$ cat config.mk
export PLATFORM = sky130hd
export DESIGN_NAME = serial_frame_crc16_encoder
export DESIGN_NICKNAME = d
export VERILOG_FILES = /design/src/design/sfce_pkg.sv /design/src/design/sfce_front.sv /design/src/design/sfce_fifo.sv /design/src/design/sfce_back.sv /design/src/design/serial_frame_crc16_encoder.sv
export SDC_FILE = /design/constraint.sdc
export NUM_CORES = 1
export LEC_CHECK = 0
export BUFFER_PORTS_ARGS = -buffer_cell sky130_fd_sc_hd__buf_2
export CORE_UTILIZATION = 49
export DETAILED_ROUTE_END_ITERATION = 8
export PLACE_DENSITY_LB_ADDON = 0.2
export REMOVE_ABC_BUFFERS = 1
export SYNTH_ARGS = -nofsm -noshare
export SYNTH_HDL_FRONTEND = slang
export SYNTH_SLANG_ARGS = --single-unit
$ cat constraint.sdc
create_clock -name clk -period 4.8 [get_ports clk]
set_clock_uncertainty 0.15 [all_clocks]
set_input_delay 0.24 -clock clk [delete_from_list [all_inputs] [get_ports clk]]
set_output_delay 0.24 -clock clk [all_outputs]
set_load 0.005 [all_outputs]
$ cat src/design/sfce_pkg.sv
`timescale 1ns / 1ps
`default_nettype none

package sfce_pkg;

  localparam logic [15:0] CRC_INIT = 16'hFFFF;
  localparam logic [15:0] CRC_POLY = 16'h1021;
  localparam logic [7:0]  PRE_0    = 8'hAA;
  localparam logic [7:0]  PRE_1    = 8'h55;

  // output byte positions inside one expanded item
  localparam logic [2:0] STEP_PRE0   = 3'd0;
  localparam logic [2:0] STEP_PRE1   = 3'd1;
  localparam logic [2:0] STEP_LEN_LO = 3'd2;
  localparam logic [2:0] STEP_LEN_HI = 3'd3;
  localparam logic [2:0] STEP_DATA   = 3'd4;
  localparam logic [2:0] STEP_CRC_LO = 3'd5;
  localparam logic [2:0] STEP_CRC_HI = 3'd6;

  // one classified item, handed from front to back
  typedef struct packed {
    logic        hdr;
    logic        has_byte;
    logic        close;
    logic [15:0] len;
    logic [7:0]  data;
    logic [15:0] crc;
  } sfce_entry_t;

  localparam int ENTRY_W = $bits(sfce_entry_t);

  // crc-16-ccitt, msb first, one byte
  function automatic logic [15:0] crc16_byte(input logic [15:0] crc, input logic [7:0] b);
    logic [15:0] c;
    c = crc ^ {b, 8'h00};
    for (int i = 0; i < 8; i++) begin
      if (c[15]) begin
        c = {c[14:0], 1'b0} ^ CRC_POLY;
      end else begin
        c = {c[14:0], 1'b0};
      end
    end
    return c;
  endfunction

endpackage

`default_nettype wire

$ cat src/design/sfce_front.sv
`timescale 1ns / 1ps
`default_nettype none

module sfce_front (
  input  wire logic               clk,
  input  wire logic               rst_n,
  input  wire logic               accept,
  input  wire logic [7:0]         payload_byte,
  input  wire logic [15:0]        payload_length,
  input  wire logic               frame_start,
  output logic                    push,
  output sfce_pkg::sfce_entry_t   entry
);

  logic [15:0] crc_r, crc_nxt;
  logic [15:0] rem_r, rem_nxt;
  logic        idle;
  logic [15:0] crc_base;
  logic [15:0] crc_new;

  assign idle     = (rem_r == 16'd0);
  assign crc_base = idle ? sfce_pkg::CRC_INIT : crc_r;
  assign crc_new  = sfce_pkg::crc16_byte(crc_base, payload_byte);

  always_comb begin
    crc_nxt        = crc_r;
    rem_nxt        = rem_r;
    push           = 1'b0;
    entry.hdr      = 1'b0;
    entry.has_byte = 1'b1;
    entry.close    = 1'b0;
    entry.len      = payload_length;
    entry.data     = payload_byte;
    entry.crc      = crc_new;
    if (accept) begin
      if (idle) begin
        if (frame_start) begin
          push      = 1'b1;
          entry.hdr = 1'b1;
          if (payload_length == 16'd0) begin
            // empty payload: header then the initial crc
            entry.has_byte = 1'b0;
            entry.close    = 1'b1;
            entry.crc      = sfce_pkg::CRC_INIT;
          end else begin
            entry.close = (payload_length == 16'd1);
            rem_nxt     = payload_length - 16'd1;
            crc_nxt     = entry.close ? sfce_pkg::CRC_INIT : crc_new;
          end
        end
      end else begin
        push        = 1'b1;
        entry.close = (rem_r == 16'd1);
        rem_nxt     = rem_r - 16'd1;
        crc_nxt     = entry.close ? sfce_pkg::CRC_INIT : crc_new;
      end
    end
  end

  always_ff @(posedge clk) begin
    if (!rst_n) begin
      crc_r <= sfce_pkg::CRC_INIT;
      rem_r <= 16'd0;
    end else begin
      crc_r <= crc_nxt;
      rem_r <= rem_nxt;
    end
  end

endmodule

`default_nettype wire

$ cat src/design/sfce_fifo.sv
`timescale 1ns / 1ps
`default_nettype none

module sfce_fifo #(
  parameter int DEPTH = 4
) (
  input  wire logic                  clk,
  input  wire logic                  rst_n,
  input  wire logic                  push,
  input  wire sfce_pkg::sfce_entry_t wr_data,
  input  wire logic                  pop,
  output sfce_pkg::sfce_entry_t      rd_data,
  output logic                       empty,
  output logic                       full
);

  localparam int AW = $clog2(DEPTH);
  localparam int CW = $clog2(DEPTH + 1);

  sfce_pkg::sfce_entry_t mem_r [DEPTH];
  logic [AW-1:0] wr_ptr_r, wr_ptr_nxt;
  logic [AW-1:0] rd_ptr_r, rd_ptr_nxt;
  logic [CW-1:0] cnt_r, cnt_nxt;
  logic          do_push, do_pop;

  assign empty   = (cnt_r == CW'(0));
  assign full    = (cnt_r == CW'(DEPTH));
  assign do_push = push && !full;
  assign do_pop  = pop && !empty;
  assign rd_data = mem_r[rd_ptr_r];

  always_comb begin
    wr_ptr_nxt = wr_ptr_r;
    rd_ptr_nxt = rd_ptr_r;
    cnt_nxt    = cnt_r;
    if (do_push) begin
      wr_ptr_nxt = (wr_ptr_r == AW'(DEPTH - 1)) ? '0 : wr_ptr_r + 1'b1;
    end
    if (do_pop) begin
      rd_ptr_nxt = (rd_ptr_r == AW'(DEPTH - 1)) ? '0 : rd_ptr_r + 1'b1;
    end
    if (do_push && !do_pop) begin
      cnt_nxt = cnt_r + 1'b1;
    end else if (do_pop && !do_push) begin
      cnt_nxt = cnt_r - 1'b1;
    end
  end

  always_ff @(posedge clk) begin
    if (!rst_n) begin
      wr_ptr_r <= '0;
      rd_ptr_r <= '0;
      cnt_r    <= '0;
    end else begin
      wr_ptr_r <= wr_ptr_nxt;
      rd_ptr_r <= rd_ptr_nxt;
      cnt_r    <= cnt_nxt;
    end
  end

  always_ff @(posedge clk) begin
    if (do_push) begin
      mem_r[wr_ptr_r] <= wr_data;
    end
  end

endmodule

`default_nettype wire

$ cat src/design/sfce_back.sv
`timescale 1ns / 1ps
`default_nettype none

module sfce_back (
  input  wire logic                  clk,
  input  wire logic                  rst_n,
  input  wire sfce_pkg::sfce_entry_t entry,
  input  wire logic                  empty,
  output logic                       pop,
  output logic                       out_valid,
  input  wire logic                  out_ready,
  output logic [7:0]                 out_byte,
  output logic                       out_last,
  output logic                       out_fend
);

  sfce_pkg::sfce_entry_t cur_r;
  logic       cur_valid_r, cur_valid_nxt;
  logic [2:0] step_r, step_nxt;
  logic       oval_r, oval_nxt;
  logic [7:0] obyte_r;
  logic       olast_r, ofend_r;
  logic       load_ok, emit, is_last, cur_free;
  logic [7:0] sel_byte;
  logic [2:0] adv_step;
  logic [2:0] first_step;

  assign load_ok  = !oval_r || out_ready;
  assign emit     = cur_valid_r && load_ok;
  assign cur_free = !cur_valid_r || (emit && is_last);
  assign pop      = !empty && cur_free;

  always_comb begin
    sel_byte = 8'h00;
    adv_step = step_r;
    is_last  = 1'b0;
    case (step_r)
      sfce_pkg::STEP_PRE0: begin
        sel_byte = sfce_pkg::PRE_0;
        adv_step = sfce_pkg::STEP_PRE1;
      end
      sfce_pkg::STEP_PRE1: begin
        sel_byte = sfce_pkg::PRE_1;
        adv_step = sfce_pkg::STEP_LEN_LO;
      end
      sfce_pkg::STEP_LEN_LO: begin
        sel_byte = cur_r.len[7:0];
        adv_step = sfce_pkg::STEP_LEN_HI;
      end
      sfce_pkg::STEP_LEN_HI: begin
        sel_byte = cur_r.len[15:8];
        if (cur_r.has_byte) begin
          adv_step = sfce_pkg::STEP_DATA;
        end else begin
          adv_step = sfce_pkg::STEP_CRC_LO;
        end
      end
      sfce_pkg::STEP_DATA: begin
        sel_byte = cur_r.data;
        adv_step = sfce_pkg::STEP_CRC_LO;
        is_last  = !cur_r.close;
      end
      sfce_pkg::STEP_CRC_LO: begin
        sel_byte = cur_r.crc[7:0];
        adv_step = sfce_pkg::STEP_CRC_HI;
      end
      sfce_pkg::STEP_CRC_HI: begin
        sel_byte = cur_r.crc[15:8];
        is_last  = 1'b1;
      end
      default: begin
        sel_byte = 8'h00;
        is_last  = 1'b1;
      end
    endcase
  end

  always_comb begin
    if (entry.hdr) begin
      first_step = sfce_pkg::STEP_PRE0;
    end else if (entry.has_byte) begin
      first_step = sfce_pkg::STEP_DATA;
    end else begin
      first_step = sfce_pkg::STEP_CRC_LO;
    end
  end

  always_comb begin
    cur_valid_nxt = cur_valid_r;
    step_nxt      = step_r;
    if (pop) begin
      cur_valid_nxt = 1'b1;
      step_nxt      = first_step;
    end else if (emit) begin
      cur_valid_nxt = !is_last;
      step_nxt      = adv_step;
    end
    if (emit) begin
      oval_nxt = 1'b1;
    end else if (out_ready) begin
      oval_nxt = 1'b0;
    end else begin
      oval_nxt = oval_r;
    end
  end

  always_ff @(posedge clk) begin
    if (!rst_n) begin
      cur_valid_r <= 1'b0;
      oval_r      <= 1'b0;
      step_r      <= sfce_pkg::STEP_PRE0;
    end else begin
      cur_valid_r <= cur_valid_nxt;
      oval_r      <= oval_nxt;
      step_r      <= step_nxt;
    end
  end

  always_ff @(posedge clk) begin
    if (pop) begin
      cur_r <= entry;
    end
    if (emit) begin
      obyte_r <= sel_byte;
      olast_r <= is_last;
      ofend_r <= (step_r == sfce_pkg::STEP_CRC_HI);
    end
  end

  assign out_valid = oval_r;
  assign out_byte  = obyte_r;
  assign out_last  = olast_r;
  assign out_fend  = ofend_r;

endmodule

`default_nettype wire

$ cat src/design/serial_frame_crc16_encoder.sv
`timescale 1ns / 1ps
`default_nettype none

// path: an item's first byte leaves through the queue, cur_r and the output byte register
// throughput: one input item per cycle while the queue is not full; the output moves one byte
//   per cycle while out_tready is high, set by the single output byte register
// reset: synchronous active-low rst_n clears the queue, the output valid, the byte count (idle)
//   and returns the running crc to ffff; no clearing pass

module serial_frame_crc16_encoder #(
  parameter int FIFO_DEPTH = 4
) (
  input  wire logic        clk,
  input  wire logic        rst_n,
  // input stream
  input  wire logic        in_tvalid,
  output logic             in_tready,
  input  wire logic [23:0] in_tdata,   // [7:0] payload_byte, [23:8] payload_length
  input  wire logic        in_tuser,   // [0] frame_start
  // framed byte stream
  output logic             out_tvalid,
  input  wire logic        out_tready,
  output logic [7:0]       out_tdata,  // [7:0] out_byte
  output logic             out_tlast,  // run_last: last byte caused by one input item
  output logic             out_tuser   // [0] frame_end: high crc byte that closes a frame
);

  // front: classifies each transfer, tracks the byte count and the running crc
  // queue: classified items waiting for expansion
  // back: expands an item into header, payload byte and crc bytes

  logic                  accept;
  logic                  push;
  logic                  pop;
  logic                  q_empty;
  logic                  q_full;
  sfce_pkg::sfce_entry_t front_entry;
  sfce_pkg::sfce_entry_t q_entry;

  // input stalls only while the queue is full
  assign in_tready = !q_full;
  assign accept    = in_tvalid && in_tready;

  sfce_front u_front (
    .clk            (clk),
    .rst_n          (rst_n),
    .accept         (accept),
    .payload_byte   (in_tdata[7:0]),
    .payload_length (in_tdata[23:8]),
    .frame_start    (in_tuser),
    .push           (push),
    .entry          (front_entry)
  );

  sfce_fifo #(
    .DEPTH (FIFO_DEPTH)
  ) u_fifo (
    .clk     (clk),
    .rst_n   (rst_n),
    .push    (push),
    .wr_data (front_entry),
    .pop     (pop),
    .rd_data (q_entry),
    .empty   (q_empty),
    .full    (q_full)
  );

  sfce_back u_back (
    .clk       (clk),
    .rst_n     (rst_n),
    .entry     (q_entry),
    .empty     (q_empty),
    .pop       (pop),
    .out_valid (out_tvalid),
    .out_ready (out_tready),
    .out_byte  (out_tdata),
    .out_last  (out_tlast),
    .out_fend  (out_tuser)
  );

  // a frame always closes on the last byte of its item
  a_fend_is_last: assert property (@(posedge clk) disable iff (!rst_n)
    (out_tvalid && out_tuser) |-> out_tlast)
    else $error("frame_end without run_last");

  // the front never pushes into a full queue
  a_no_push_full: assert property (@(posedge clk) disable iff (!rst_n)
    push |-> !q_full)
    else $error("push into full queue");

  // nothing is popped from an empty queue
  a_no_pop_empty: assert property (@(posedge clk) disable iff (!rst_n)
    pop |-> !q_empty)
    else $error("pop from empty queue");

  // reset leaves no output pending
  a_reset_clears: assert property (@(posedge clk)
    !rst_n |=> !out_tvalid)
    else $error("output valid after reset");

endmodule

`default_nettype wire

==> results.sh <==
export IMPL_worst_slew_pin_slew_ns=1.013
export IMPL_synth_top_cell_area_share=0.5888
export IMPL_whs_path_depth=2
export IMPL_ctsResizeCount=0
export IMPL_cts_buffer_depth=3
export IMPL_relSlewSlack=0.3196
export IMPL_vias=6677
export IMPL_die_width_um=154.7
export IMPL_critPathLaunch="u_front.rem_r[1]$_SDFFE_PN0P_"
export IMPL_multi_input_area_mm2=0.003587
export IMPL_synth_top_family_by_area="multiplexers"
export IMPL_wl_mm=25.70
export IMPL_yosys_area_top_type="edfxtp_1"
export IMPL_portBuffers=40
export IMPL_synth_most_common_cell="edfxtp_1"
export IMPL_synthSimpleGateAreaFrac=0.08772
export IMPL_antenna_found_initial=1
export IMPL_synth_fa_ha_area_frac=0.01380
export IMPL_ys_ff_latch=270
export IMPL_root_buffer="clkbuf_16"
export IMPL_synth_edf_count=224
export IMPL_grt_pass1_wl_mm=39.32
export IMPL_via_per_inst=5.726
export IMPL_synth_cell_types=68
export IMPL_nets=872
export IMPL_clk_latency_ns=0.52
export IMPL_wl_met3_mm=1.510
export IMPL_wl_met1_mm=11.02
export IMPL_crit_arrival_ns=3.38
export IMPL_clock_sinks=270
export IMPL_timing_rr_start="u_front.rem_r[1]$_SDFFE_PN0P_"
export IMPL_synth_compound_area_frac=0.06867
export IMPL_met2_length_mm=12.54
export IMPL_synth_area_mm2=0.01142
export IMPL_synth_commonest_cells="224 x edfxtp_1, 62 x nor2_1, 47 x xnor2_1"
export IMPL_grt_pass1_vias=6849
export IMPL_synth_cells=759
export IMPL_grt_max_degree=50
export IMPL_overflow=0
export IMPL_seqCellArea_mm2=0.007650
export IMPL_hpwl_mm=17.00
export IMPL_cp_end_kind="flop"
export IMPL_initial_core_util=0.5016
export IMPL_synth_area_mux_share=0.09364
export IMPL_drive_gt1_frac=0.1782
export IMPL_post_drt_wl_per_cell_um=22.04
export IMPL_placed_area_mm2=0.01198
export IMPL_grt_use_total=0.2198
export IMPL_ys_flop_type="edfxtp_1"
export IMPL_crit_fanout=20
export IMPL_drt_iter0_drc=468
export IMPL_p_total_mw=8.521
export IMPL_clk_pin_slew_worst_paths_ns=0.06
export IMPL_dieArea_mm2=0.02393
export IMPL_p_leak_nw=4.374
export IMPL_max_cap_violations=0
export IMPL_first_pass_iters=5
export IMPL_synthTopCellsByArea="edfxtp_1 59%, mux4_2 8.5%, dfxtp_1 8.1%, xnor2_1 3.6%, nor2_1 2.0%"
export IMPL_yosys_warnings=0
export IMPL_ant_nets=0
export IMPL_fmax_mhz=312.1
export IMPL_cts_htree_levels=1
export IMPL_drc=0
export IMPL_power_density_mw_per_mm2=648.5
export IMPL_vdd_drop_max_uv=370.8
export IMPL_synth_xor_xnor_area_share=0.04906
export IMPL_fin_area_mm2=0.01314
export IMPL_pin_count=41
export IMPL_gp_congestion=0.8998
export IMPL_antenna_cells=0
export IMPL_syn_avg_cell_area_um2=15.05
export IMPL_tritoncts="yes"
export IMPL_fin_cells=1166
export IMPL_critPathLaunchType="flop"
export IMPL_status="finished clean"
export IMPL_min_path_type="input pin to flop"
export IMPL_reg2reg_depth=7
export IMPL_rsz0062_at_grt="no"
export IMPL_hold_viol_final=0
export IMPL_synth_seq_area_share=0.6694
export IMPL_r2r_slack_ns=1.60
export IMPL_critPathKind="flop to flop"
export IMPL_ys_async_sr_fraction=0
export IMPL_slew_violations=0
export IMPL_numPlacedInstances=1089
export IMPL_area_delta_synth_final_pct=15.01
export IMPL_tns_ns=0
export IMPL_core_mm2=0.02278
export IMPL_cp_data_required_time_ns=4.98
export IMPL_hp_start="rst_n"
export IMPL_dieHeight_um=154.7
export IMPL_highest_layer="met4"
export IMPL_rows=55
export IMPL_setup_viol=0
export IMPL_cts_made_buffers=28
export IMPL_period_share=0.6676
export IMPL_fillers=1771
export IMPL_period_needed_ns=3.204
## flip-flops by register name, summed over array words and instances, names as in the netlist, 3 cells and up, named ones only
register	flops
u_back.cur_r	42
u_back.out_byte	8
u_back.step_r	3
u_fifo.cnt_r	3
u_fifo.mem_r	172
u_front.crc_r	16
u_front.rem_r	16
## power breakdown
| part | leakage (nW) | switching (mW) | internal [mW] |
|---|---|---|---|
| clock network | 0.444 | 0.854 | 1.27 |
| registers | 2.44 | 0.358 | 3.47 |
| logic | 1.49 | 1.50 | 1.07 |
| total | 4.37 | 2.71 | 5.81 |
## cell type report
cell class / instances / share of cell area
clock inverters: 13 / 0.01095
well taps: 313 / 0.02980
flip-flops and latches: 270 / 0.5822
clock buffers: 39 / 0.05808
multi-input cells: 438 / 0.2730
repair buffers: 78 / 0.04171
inverters: 15 / 0.004285
## logic make-up (layout without fill, tap and decap cells)
logic type	Yosys count	in the layout
muxes	53	53
and+or+nand+nor	197	197
DFF	270	270
AOI/OAI and AO/OA	112	112
adders and majority gates	12	12
xor gates and xnor gates	64	64
buffers and inverters	51	145
## critical path: stages (launching register included)
cell and delay, ns:
dfxtp_1 0.34, inv_1 0.09, ha_1 0.24, or3b_2 0.56
nor2_1 0.21, and3_1 0.28, nand3_1 0.70, nand2_1 0.42
## layout by cell type, fill, tap and decap left out, types with 5 or more instances in the layout
cell type,Yosys,routed
a21boi_0,7,7
a21oi_1,30,30
a31oi_1,7,7
and2_1,9,5
buf_2,6,40
buf_4,1,13
clkbuf_1,22,10
clkbuf_16,0,29
clkinv_2,0,5
dfxtp_1,46,44
dlygate4sd3_1,0,25
edfxtp_1,224,224
ha_1,11,11
inv_1,14,14
mux2i_1,9,9
mux4_2,43,43
nand2_1,45,45
nand3_1,12,12
nand4_1,5,5
nor2_1,62,61
nor2b_1,7,7
nor3_1,15,15
nor4_1,8,8
o21ai_0,11,11
o22a_1,5,5
o22ai_1,5,5
or3_1,5,5
or4_1,6,6
xnor2_1,47,47
xor2_1,17,17
## per-layer routing
metal,vias up,track usage
met5,-,0
met4,0,0.07355
met3,45,0.03670
met2,213,0.3646
met1,3341,0.2960
li1,3078,-
## per-stage QoR
| stage | utilization | setup slack (ns) | hold slack, ns |
|---|---|---|---|
| finish | 0.5769 | 1.596 | 0.09894 |
| global route | 0.5769 | 1.371 | 0.1058 |
| CTS | 0.5769 | 1.630 | 0.08016 |
| detailed placement | 0.5261 | 1.668 | 0.3405 |
| global placement | 0.5261 | 1.689 | 0.3301 |
| floorplan | - | 0.3354 | 0.1889 |
## path summary, 6_finish.rpt
check | endpoint
setup / recovery | u_fifo.mem_r[0][14]$_DFFE_PP_
hold / removal | u_front.rem_r[2]$_SDFFE_PN0P_
setup reg to reg | u_fifo.mem_r[0][14]$_DFFE_PP_
hold reg to reg | u_front.crc_r[6]$_SDFFE_PN1P_
## what timing repair did
action	in CTS	in global routing
hold endpoints to repair	97	0
setup buffers	0	0
hold buffers	25	0
Note: power is estimated with default switching activity, not from simulation.
